--- src/hw/rtl/afc_pkg.sv ---
// afc_pkg: shared types, widths and register codes for the AABB frustum cull block.
// No dependencies; used by afc_cfg, afc_xform, afc_plane and the top level.
package afc_pkg;

  localparam int unsigned NumCfg     = 8;
  localparam int unsigned CfgIdxW    = 3;
  localparam int unsigned CfgDataW   = 64;
  localparam int unsigned CoefW      = 32;              // Q16.16 input and matrix entry
  localparam int unsigned BoundW     = CoefW + 1;       // widened bound, Q17.16
  localparam int unsigned ProdW      = BoundW + CoefW;  // exact product, Q.32
  localparam int unsigned ClipW      = ProdW + 2;       // three products plus translation
  localparam int unsigned TestW      = ClipW + 1;       // sum or difference of two clip values
  localparam int unsigned TransShift = 16;              // Q.16 translation aligned to Q.32
  localparam int unsigned NumAxes    = 3;
  localparam int unsigned NumRows    = 4;
  localparam int unsigned NumCorners = 8;
  localparam int unsigned NumPlanes  = 6;
  localparam int unsigned NumStages  = 5;

  typedef logic signed [CoefW-1:0]  coef_t;
  typedef logic signed [BoundW-1:0] bound_t;
  typedef logic signed [ProdW-1:0]  prod_t;
  typedef logic signed [ClipW-1:0]  clip_t;
  typedef logic signed [TestW-1:0]  test_t;
  typedef logic [CfgDataW-1:0]      cfg_word_t;

  // One clip-space output row: x, y, z weights and translation
  typedef struct packed {
    coef_t xw;
    coef_t yw;
    coef_t zw;
    coef_t cw;
  } row_coef_t;

  typedef row_coef_t [NumRows-1:0] mat_t;

  // Per-stage advance strobes of the pipeline
  typedef struct packed {
    logic plane_red;   // stage 5: reduce over corners
    logic plane_test;  // stage 4: per-corner plane tests
    logic clip_sum;    // stage 3: clip coordinate sums
    logic mult;        // stage 2: products
    logic bound;       // stage 1: margin widening
  } stage_en_t;

  typedef enum logic [CfgIdxW-1:0] {
    CFG_X_XY = 3'd0,
    CFG_X_ZC = 3'd1,
    CFG_Y_XY = 3'd2,
    CFG_Y_ZC = 3'd3,
    CFG_Z_XY = 3'd4,
    CFG_Z_ZC = 3'd5,
    CFG_W_XY = 3'd6,
    CFG_W_ZC = 3'd7
  } cfg_idx_e;

  // Row order of the clip coordinates
  localparam int unsigned RowX = 0;
  localparam int unsigned RowY = 1;
  localparam int unsigned RowZ = 2;
  localparam int unsigned RowW = 3;

  // Plane order of the outside tests
  localparam int unsigned PlaneLeft   = 0;  // X < -W
  localparam int unsigned PlaneRight  = 1;  // X >  W
  localparam int unsigned PlaneBottom = 2;  // Y < -W
  localparam int unsigned PlaneTop    = 3;  // Y >  W
  localparam int unsigned PlaneNear   = 4;  // Z <  0
  localparam int unsigned PlaneFar    = 5;  // Z >  W

  localparam cfg_word_t CfgZero    = 64'h0000_0000_0000_0000;
  localparam cfg_word_t CfgOneLow  = 64'h0000_0000_0001_0000;
  localparam cfg_word_t CfgOneHigh = 64'h0001_0000_0000_0000;

endpackage

--- src/hw/rtl/afc_cfg.sv ---
// afc_cfg: matrix register file, eight 64-bit registers with identity reset.
// Depends on afc_pkg.
module afc_cfg (
  input  logic                              clk_i,
  input  logic                              rst_ni,
  input  logic                              cfg_we_i,
  input  logic [afc_pkg::CfgIdxW-1:0]       cfg_idx_i,
  input  afc_pkg::cfg_word_t                cfg_wdata_i,
  output afc_pkg::mat_t                     mat_o
);

  afc_pkg::cfg_word_t cfg_q [afc_pkg::NumCfg];

  always_ff @(posedge clk_i or negedge rst_ni) begin
    if (!rst_ni) begin
      cfg_q[afc_pkg::CFG_X_XY] <= afc_pkg::CfgOneLow;
      cfg_q[afc_pkg::CFG_X_ZC] <= afc_pkg::CfgZero;
      cfg_q[afc_pkg::CFG_Y_XY] <= afc_pkg::CfgOneHigh;
      cfg_q[afc_pkg::CFG_Y_ZC] <= afc_pkg::CfgZero;
      cfg_q[afc_pkg::CFG_Z_XY] <= afc_pkg::CfgZero;
      cfg_q[afc_pkg::CFG_Z_ZC] <= afc_pkg::CfgOneLow;
      cfg_q[afc_pkg::CFG_W_XY] <= afc_pkg::CfgZero;
      cfg_q[afc_pkg::CFG_W_ZC] <= afc_pkg::CfgOneHigh;
    end else if (cfg_we_i) begin
      cfg_q[cfg_idx_i] <= cfg_wdata_i;
    end
  end

  // low half / high half split of each register pair
  always_comb begin
    for (int r = 0; r < afc_pkg::NumRows; r++) begin
      mat_o[r].xw = afc_pkg::coef_t'(cfg_q[2*r][31:0]);
      mat_o[r].yw = afc_pkg::coef_t'(cfg_q[2*r][63:32]);
      mat_o[r].zw = afc_pkg::coef_t'(cfg_q[2*r+1][31:0]);
      mat_o[r].cw = afc_pkg::coef_t'(cfg_q[2*r+1][63:32]);
    end
  end

endmodule

--- config.mk ---
export PLATFORM = sky130hd
export DESIGN_NAME = afc_cfg
export DESIGN_NICKNAME = d
export VERILOG_FILES = /design/src/hw/rtl/afc_pkg.sv /design/src/hw/rtl/afc_cfg.sv
export SDC_FILE = /design/constraint.sdc
export NUM_CORES = 1
export LEC_CHECK = 0
export BUFFER_PORTS_ARGS = -buffer_cell sky130_fd_sc_hd__buf_4
export CAP_MARGIN = 40
export CORE_AREA = 10 10 219 221
export DETAILED_ROUTE_END_ITERATION = 10
export DIE_AREA = 0 0 229 231
export MAX_ROUTING_LAYER = met4
export PLACE_DENSITY = 0.67
export SKIP_LAST_GASP = 1
export SLEW_MARGIN = 20
export SYNTH_ARGS = -nofsm -noshare
export SYNTH_HDL_FRONTEND = slang
export SYNTH_SLANG_ARGS = --single-unit
--- constraint.sdc ---
create_clock -name clk_i -period 0.9 [get_ports clk_i]
set_input_delay 0.27 -clock clk_i [delete_from_list [all_inputs] [get_ports clk_i]]
set_output_delay 0.27 -clock clk_i [all_outputs]
set_load 0.01 [all_outputs]
==> impl_results.md, run 1 <==
* Vias at 13490
* Crit path largest cell delay at ~0.55 ns
* Synthesized flop and latch total at 512
* IR drop worst, VDD at 2085 µV
* Final Instance Area at around 32000 µm²
* All-Layer GR Usage at 0.2501
* Syn Nets at around 1200
* Top Ports at about 580
* Unique masters post-synth at 11
* Slowest CP cell: dfstp_2
* Clk buf depth at 3
* Post-synth top area cell: dfrtp_1
* Routed WL at 74.60 mm
* Core Region at around 44000 µm²
* Leakage at 15.22 nW
* Seq/Total Area, Yosys at 0.6680
* Layout area overhead at 66.74%
* Initial antenna violation count at 1
* Nets at 2038
* DR vias/cell at just over 5
* Area share of the largest cell type after synthesis at 0.6625
* Worst-path cell chain: buf_6
* DP Area at 24900 µm²
* Placed cells at between 2000 and 2500
* Max Clock Freq at 0.6537 GHz
* RSZ-0062 raised after global routing: yes
* Final cell count without fillers at 2604
* GR Overflow Total at 0
* Worst-Margin Slew at 0.3229 ns
* CTS tree: done
* Final setup fails at around 1000
* FILL cells at ~2500
* Synth top area cells: dfrtp_1, mux2_2, clkbuf_8, buf_4, dfstp_2
* Die H at 231 µm
* Run status: finished with violations
* Min cycle time layout at 1.530 ns
* Die X at between 200 and 250 µm
* Final setup margin at -0.6298 ns
* 1st-iter DRT viols at 761
* Worst setup SP type: register
* Min-Delay Path Class: in -> reg
* Vias in the first global route at around 14000
* Starting Density at 0.4387
* Clk_lat worst skew at ~0.58 ns
* Synthesized area at ~19000 µm²
* Yosys warns at 0
* PD cells at between 2000 and 3000 nW/µm²
* Final Hold Viols at 0
* Drt drc at 0
* Antenna-violating nets left at 0
* Layout cells sized above 1 at 0.7101
* I/O Buffers at approximately 580
* CP top delay family: flip-flops
* Data required, critical path at ~0.63 ns
* Max-slew headroom at 0.7839
* Mapped Cells at around 1100
* H-tree depth at 2
* MaxCap Viol Count at 0
* Clk sinks at ~500
* Smallest hold slack at 0.02115 ns
* Clock root buffer: clkbuf_16
* Clock transition at the registers of the reported paths at around 0.06 ns
* Worst path arrival time at between 1 and 1.5 ns
* Post-DP HPWL at 45.66 mm
* First-pass GRT wire length at slightly below 100 mm
* Crit Path Class: reg -> out
* Max FFs per register at slightly above 500
* Core Rows at 77
* Syn avg cell area at between 15 and 20 µm²
* Placer Congestion at about 0.82
* Post-layout util at 0.7315
* Largest net degree at the start of global routing at 55
* CP Max Fanout at 2
* Fin. max-slew vios at 0
* Critical path endpoint category: primary output
* Clock Skews at 0 ns
* Num CTS Buffers at 52
* Pre-Repair DR Iteration Count at 4
* Worst path buffer plus inverter count at 1
* Routed WL per cell at about 29 µm
* Failing checks: negative setup slack
* Final period util at 1.700
* Die area at ~53000 µm²
[layer usage]
metal / wire, µm / GRT usage
met2: 38160 / 0.4228
met1: 28810 / 0.2784
met3: 4591 / 0.06586
met4: 3039 / 0.1020
met5: 0 / -
[cell families (layout without fill, tap and decap cells)]
kind of cell / count (synthesis) / count (layout) / share of synthesized area
simple gates: 8 / 8 / 0.004760
buf+inv: 55 / 979 / 0.02680
flops: 512 / 512 / 0.6680
mux: 512 / 512 / 0.3005
other cells: 0 / 1 / 0
[final cells by class]
| class | count | area (µm²) | area share |
|---|---|---|---|
| Clock buffer | 77 | 1567 | 0.04896 |
| Sequential cell | 512 | 12820 | 0.4006 |
| Multi-Input combinational cell | 520 | 6644 | 0.2076 |
| Tap cell | 592 | 740.7 | 0.02315 |
| Timing Repair Buffer | 882 | 10030 | 0.3136 |
| Clock inverter | 20 | 190.2 | 0.005944 |
| Antenna cell | 1 | 2.502 | 0.00007821 |
[placed cells by master (no fill, tap or decap), types with 9 or more instances in the layout]
cell / n
dlygate4sd3_1: 64
clkbuf_16: 73
buf_6: 541
mux2_4: 202
dfrtp_1: 507
clkbuf_1: 9
clkinv_2: 12
clkbuf_8: 15
buf_4: 189
mux2_2: 310
buf_12: 52
[timing repair]
item,CTS,global route
endpoints found under the setup margin,681,968
hold endpoints to repair,995,0
hold buffers,64,0
pin swaps,2,4
buffers inserted,64,74
resized for setup,536,242
gates cloned,7,23
[Yosys cell counts]
master / count
and4bb_2: 3
dfrtp_1: 508
nand4b_1: 3
nor4b_2: 1
clkbuf_8: 18
buf_4: 25
dfstp_2: 4
buf_2: 9
buf_6: 3
mux2_2: 512
nand4_2: 1
[power breakdown]
group	internal, mW	switching, mW
combinational	16.3	9.61
clock	12.9	9.40
sequential	28.2	4.24
total	57.4	23.2
[worst paths after layout]
check	start	end	slack (ns)	cells past startpoint
max reg2reg	mat_o[313]	mat_o[313]	-0.20	3
max in group asynchronous	rst_ni	mat_o[448]	0.15	4
min	cfg_wdata_i[29]	mat_o[253]	0.02	2
min in group asynchronous	rst_ni	mat_o[506]	0.28	3
max	mat_o[208]	mat_o[208]	-0.63	1
min reg2reg	mat_o[169]	mat_o[169]	0.53	1
[per-stage QoR]
step                TNS, ns  power, mW  worst slack [ns]
global placement    -306.03      50.29           -0.6745
global route        -318.00      83.44           -0.6482
CTS                 -289.09      78.23           -0.6562
detailed placement  -311.27      50.78           -0.7048
finish              -297.60      80.63           -0.6298
floorplan           -144.54      38.20           -0.3939
[worst register-to-register path: cells and delay by family, from the launching register on]
kind	cells	cell delay, ns
flops	1	0.41
mux	1	0.29
buf+inv	2	0.28
Power figures use the tool's default switching activity.
==> run 2: changes to the inputs <==
--- a/config.mk
+++ b/config.mk
@@ -12,6 +12,7 @@
 export DIE_AREA = 0 0 229 231
 export MAX_ROUTING_LAYER = met4
 export PLACE_DENSITY = 0.67
+export REMOVE_ABC_BUFFERS = 1
 export SKIP_LAST_GASP = 1
 export SLEW_MARGIN = 20
 export SYNTH_ARGS = -nofsm -noshare
==> impl_results.md, run 2 (synthesis gave the netlist of run 1 again) <==
* Clk sinks at 512 (unchanged)
* Final Hold Viols at 0 (unchanged)
* Routed WL per cell at 28.43 µm (-0.75%)
* R2R depth at 3 (unchanged)
* Max FFs per register at 512 (unchanged)
* Failing checks: negative setup slack
* Layout cells sized above 1 at 0.7118 (+0.001685)
* Worst path buffer plus inverter count at 1 (unchanged)
* Leading cell type in the layout, fill and taps excluded: buf_6
* Core Region at 43740 µm² (unchanged)
* Data required, critical path at 0.63 ns (about the same)
* All-Layer GR Usage at 0.2471 (-0.003024)
* Die H at 231 µm (unchanged)
* Clock transition at the registers of the reported paths at 0.06 ns (about the same)
* CP top delay family: flip-flops
* Min cycle time layout at 1.507 ns (-0.02239 ns)
* Hold depth at 2 (unchanged)
* H-tree depth at 2 (unchanged)
* Vias at 13390 (-0.68%)
* Worst setup SP type: register
* Nets at 2026 (-0.59%)
* I/O Buffers at 581 (unchanged)
* Most frequent cells in the layout: buf_6, dfrtp_1, mux2_2, mux2_4, buf_4
* CP Max Fanout at 2 (unchanged)
* Min-Delay Path Class: in -> reg
* Clock root buffer: clkbuf_16
* Clock share of power at 0.269 (-0.008)
* P_sw at 22.69 mW (-2.4%)
* Die X at 229 µm (unchanged)
* Final period util at 1.675 (-0.02488)
* Slowest CP cell: dfstp_2
* Starting Density at 0.4387 (unchanged)
* Post-layout util at 0.7293 (-0.002202)
* Fin. max-slew vios at 0 (unchanged)
* Leakage at 15.08 nW (-0.93%)
* Setup TNS at -274.40 ns (+23.20 ns)
* DR vias/cell at 5.175 (about the same)
* Post-DP HPWL at 45.50 mm (-0.35%)
* Antenna-violating nets left at 0 (unchanged)
* Max-slew headroom at 0.7118 (-0.07206)
* Crit path largest cell delay at 0.55 ns (about the same)
* Placer Congestion at 0.7993 (-2.7%)
* Run status: finished with violations
* P_int at 56.96 mW (-0.73%)
* PD cells at 2497 nW/µm² (-0.91%)
* Pre-Repair DR Iteration Count at 5 (+1)
* Worst-Margin Slew at 0.4323 ns (+0.1094 ns)
* Initial antenna violation count at 1 (unchanged)
* Clk buf depth at 3 (unchanged)
* Worst path arrival time at 1.24 ns (-0.02 ns)
* Clk_lat worst skew at 0.59 ns (about the same)
* Drt drc at 0 (unchanged)
* Core Rows at 77 (unchanged)
* Critical path endpoint category: primary output
* Crit Path Class: reg -> out
* Num CTS Buffers at 52 (unchanged)
* Worst-path cell chain: buf_6
* Max Clock Freq at 0.6634 GHz (+1.5%)
* Part of the power in registers at 0.408 (+0.006)
* Clock Skews at 0 ns (unchanged)
* 1st-iter DRT viols at 824 (+8.3%)
* Layout area overhead at 66.24%
* Die area at 52900 µm² (unchanged)
* Largest net degree at the start of global routing at 78 (+42%)
* First-pass GRT wire length at 95.98 mm (-1.1%)
* Net Sw Frac at 0.2848 (-0.003493)
* Final setup fails at 861 (-12%)
* MaxCap Viol Count at 0 (unchanged)
* CTS tree: done
* Combinational power share at 0.324 (+0.003)
* Final setup margin at -0.6074 ns (+0.02239 ns)
* Routed WL at 73.59 mm (-1.4%)
* GR Overflow Total at 0 (unchanged)
* RSZ-0062 raised after global routing: yes
* IR drop worst, VDD at 1735 µV (-17%)
* Vias in the first global route at 14070 (+0.22%)
* CP Depth at 1 (unchanged)
* Post-place setup slack at -0.6989 ns (+0.005906 ns)
* Top Ports at 582 (unchanged)
[run 2: power by group through the flow]
stage | combinational (mW) | sequential, mW | clock (mW)
floorplan | 4.74 | 33.4 | 0
global placement | 18.9 | 31.3 | 0
detailed placement | 19.2 | 31.5 | 0
CTS | 23.6 | 32.1 | 21.6
global route | 27.0 | 32.9 | 22.7
finish | 25.8 | 32.5 | 21.4
[run 2: what timing repair did]
item,CTS,global route
pin swaps,2,5
endpoints found under the setup margin,770,811
gates resized for setup,535,287
gates cloned,6,28
hold buffers,53,0
endpoints found under the hold margin,915,0
buffers inserted,69,70
[run 2: per-layer routing]
| layer | vias to the layer above | track usage | routed length, µm |
|---|---|---|---|
| met4 | 0 | 0.08070 | 2238 |
| li1 | 5609 | - | - |
| met2 | 485 | 0.4088 | 37110 |
| met1 | 7182 | 0.2783 | 28990 |
| met3 | 118 | 0.08376 | 5257 |
| met5 | - | - | 0 |
[run 2: worst paths after layout]
kind | start | end | slack (ns)
worst min-delay path | cfg_wdata_i[40] | mat_o[8] | 0.02
min in group asynchronous | rst_ni | mat_o[94] | 0.32
worst max-delay path | mat_o[208] | mat_o[208] | -0.61
max in group asynchronous | rst_ni | mat_o[443] | 0.13
worst max register to register | mat_o[421] | mat_o[421] | -0.13
worst min register to register | mat_o[398] | mat_o[398] | 0.53
[run 2: per-stage QoR]
| step | hold WS (ns) | std cells | instance area [µm²] | power, mW |
|---|---|---|---|---|
| CTS | 0.001985 | 2508 | 29840 | 77.27 |
| global route | 0.005619 | 2588 | 31900 | 82.60 |
| detailed placement | 0.3107 | 2287 | 24940 | 50.75 |
| global placement | 0.3176 | 2287 | 24940 | 50.23 |
| floorplan | -0.02559 | 1032 | 18670 | 38.10 |
| finish | 0.02429 | 2588 | 31900 | 79.65 |
[run 2: cell type report]
class,instances,area [µm²]
Sequential cell,512,12820
Fill cell,2605,11840
Timing Repair Buffer,869,9992
Multi-Input combinational cell,521,6653
Clock buffer,82,1605
Tap cell,592,740.7
Clock inverter,11,87.58
Antenna cell,1,2.502
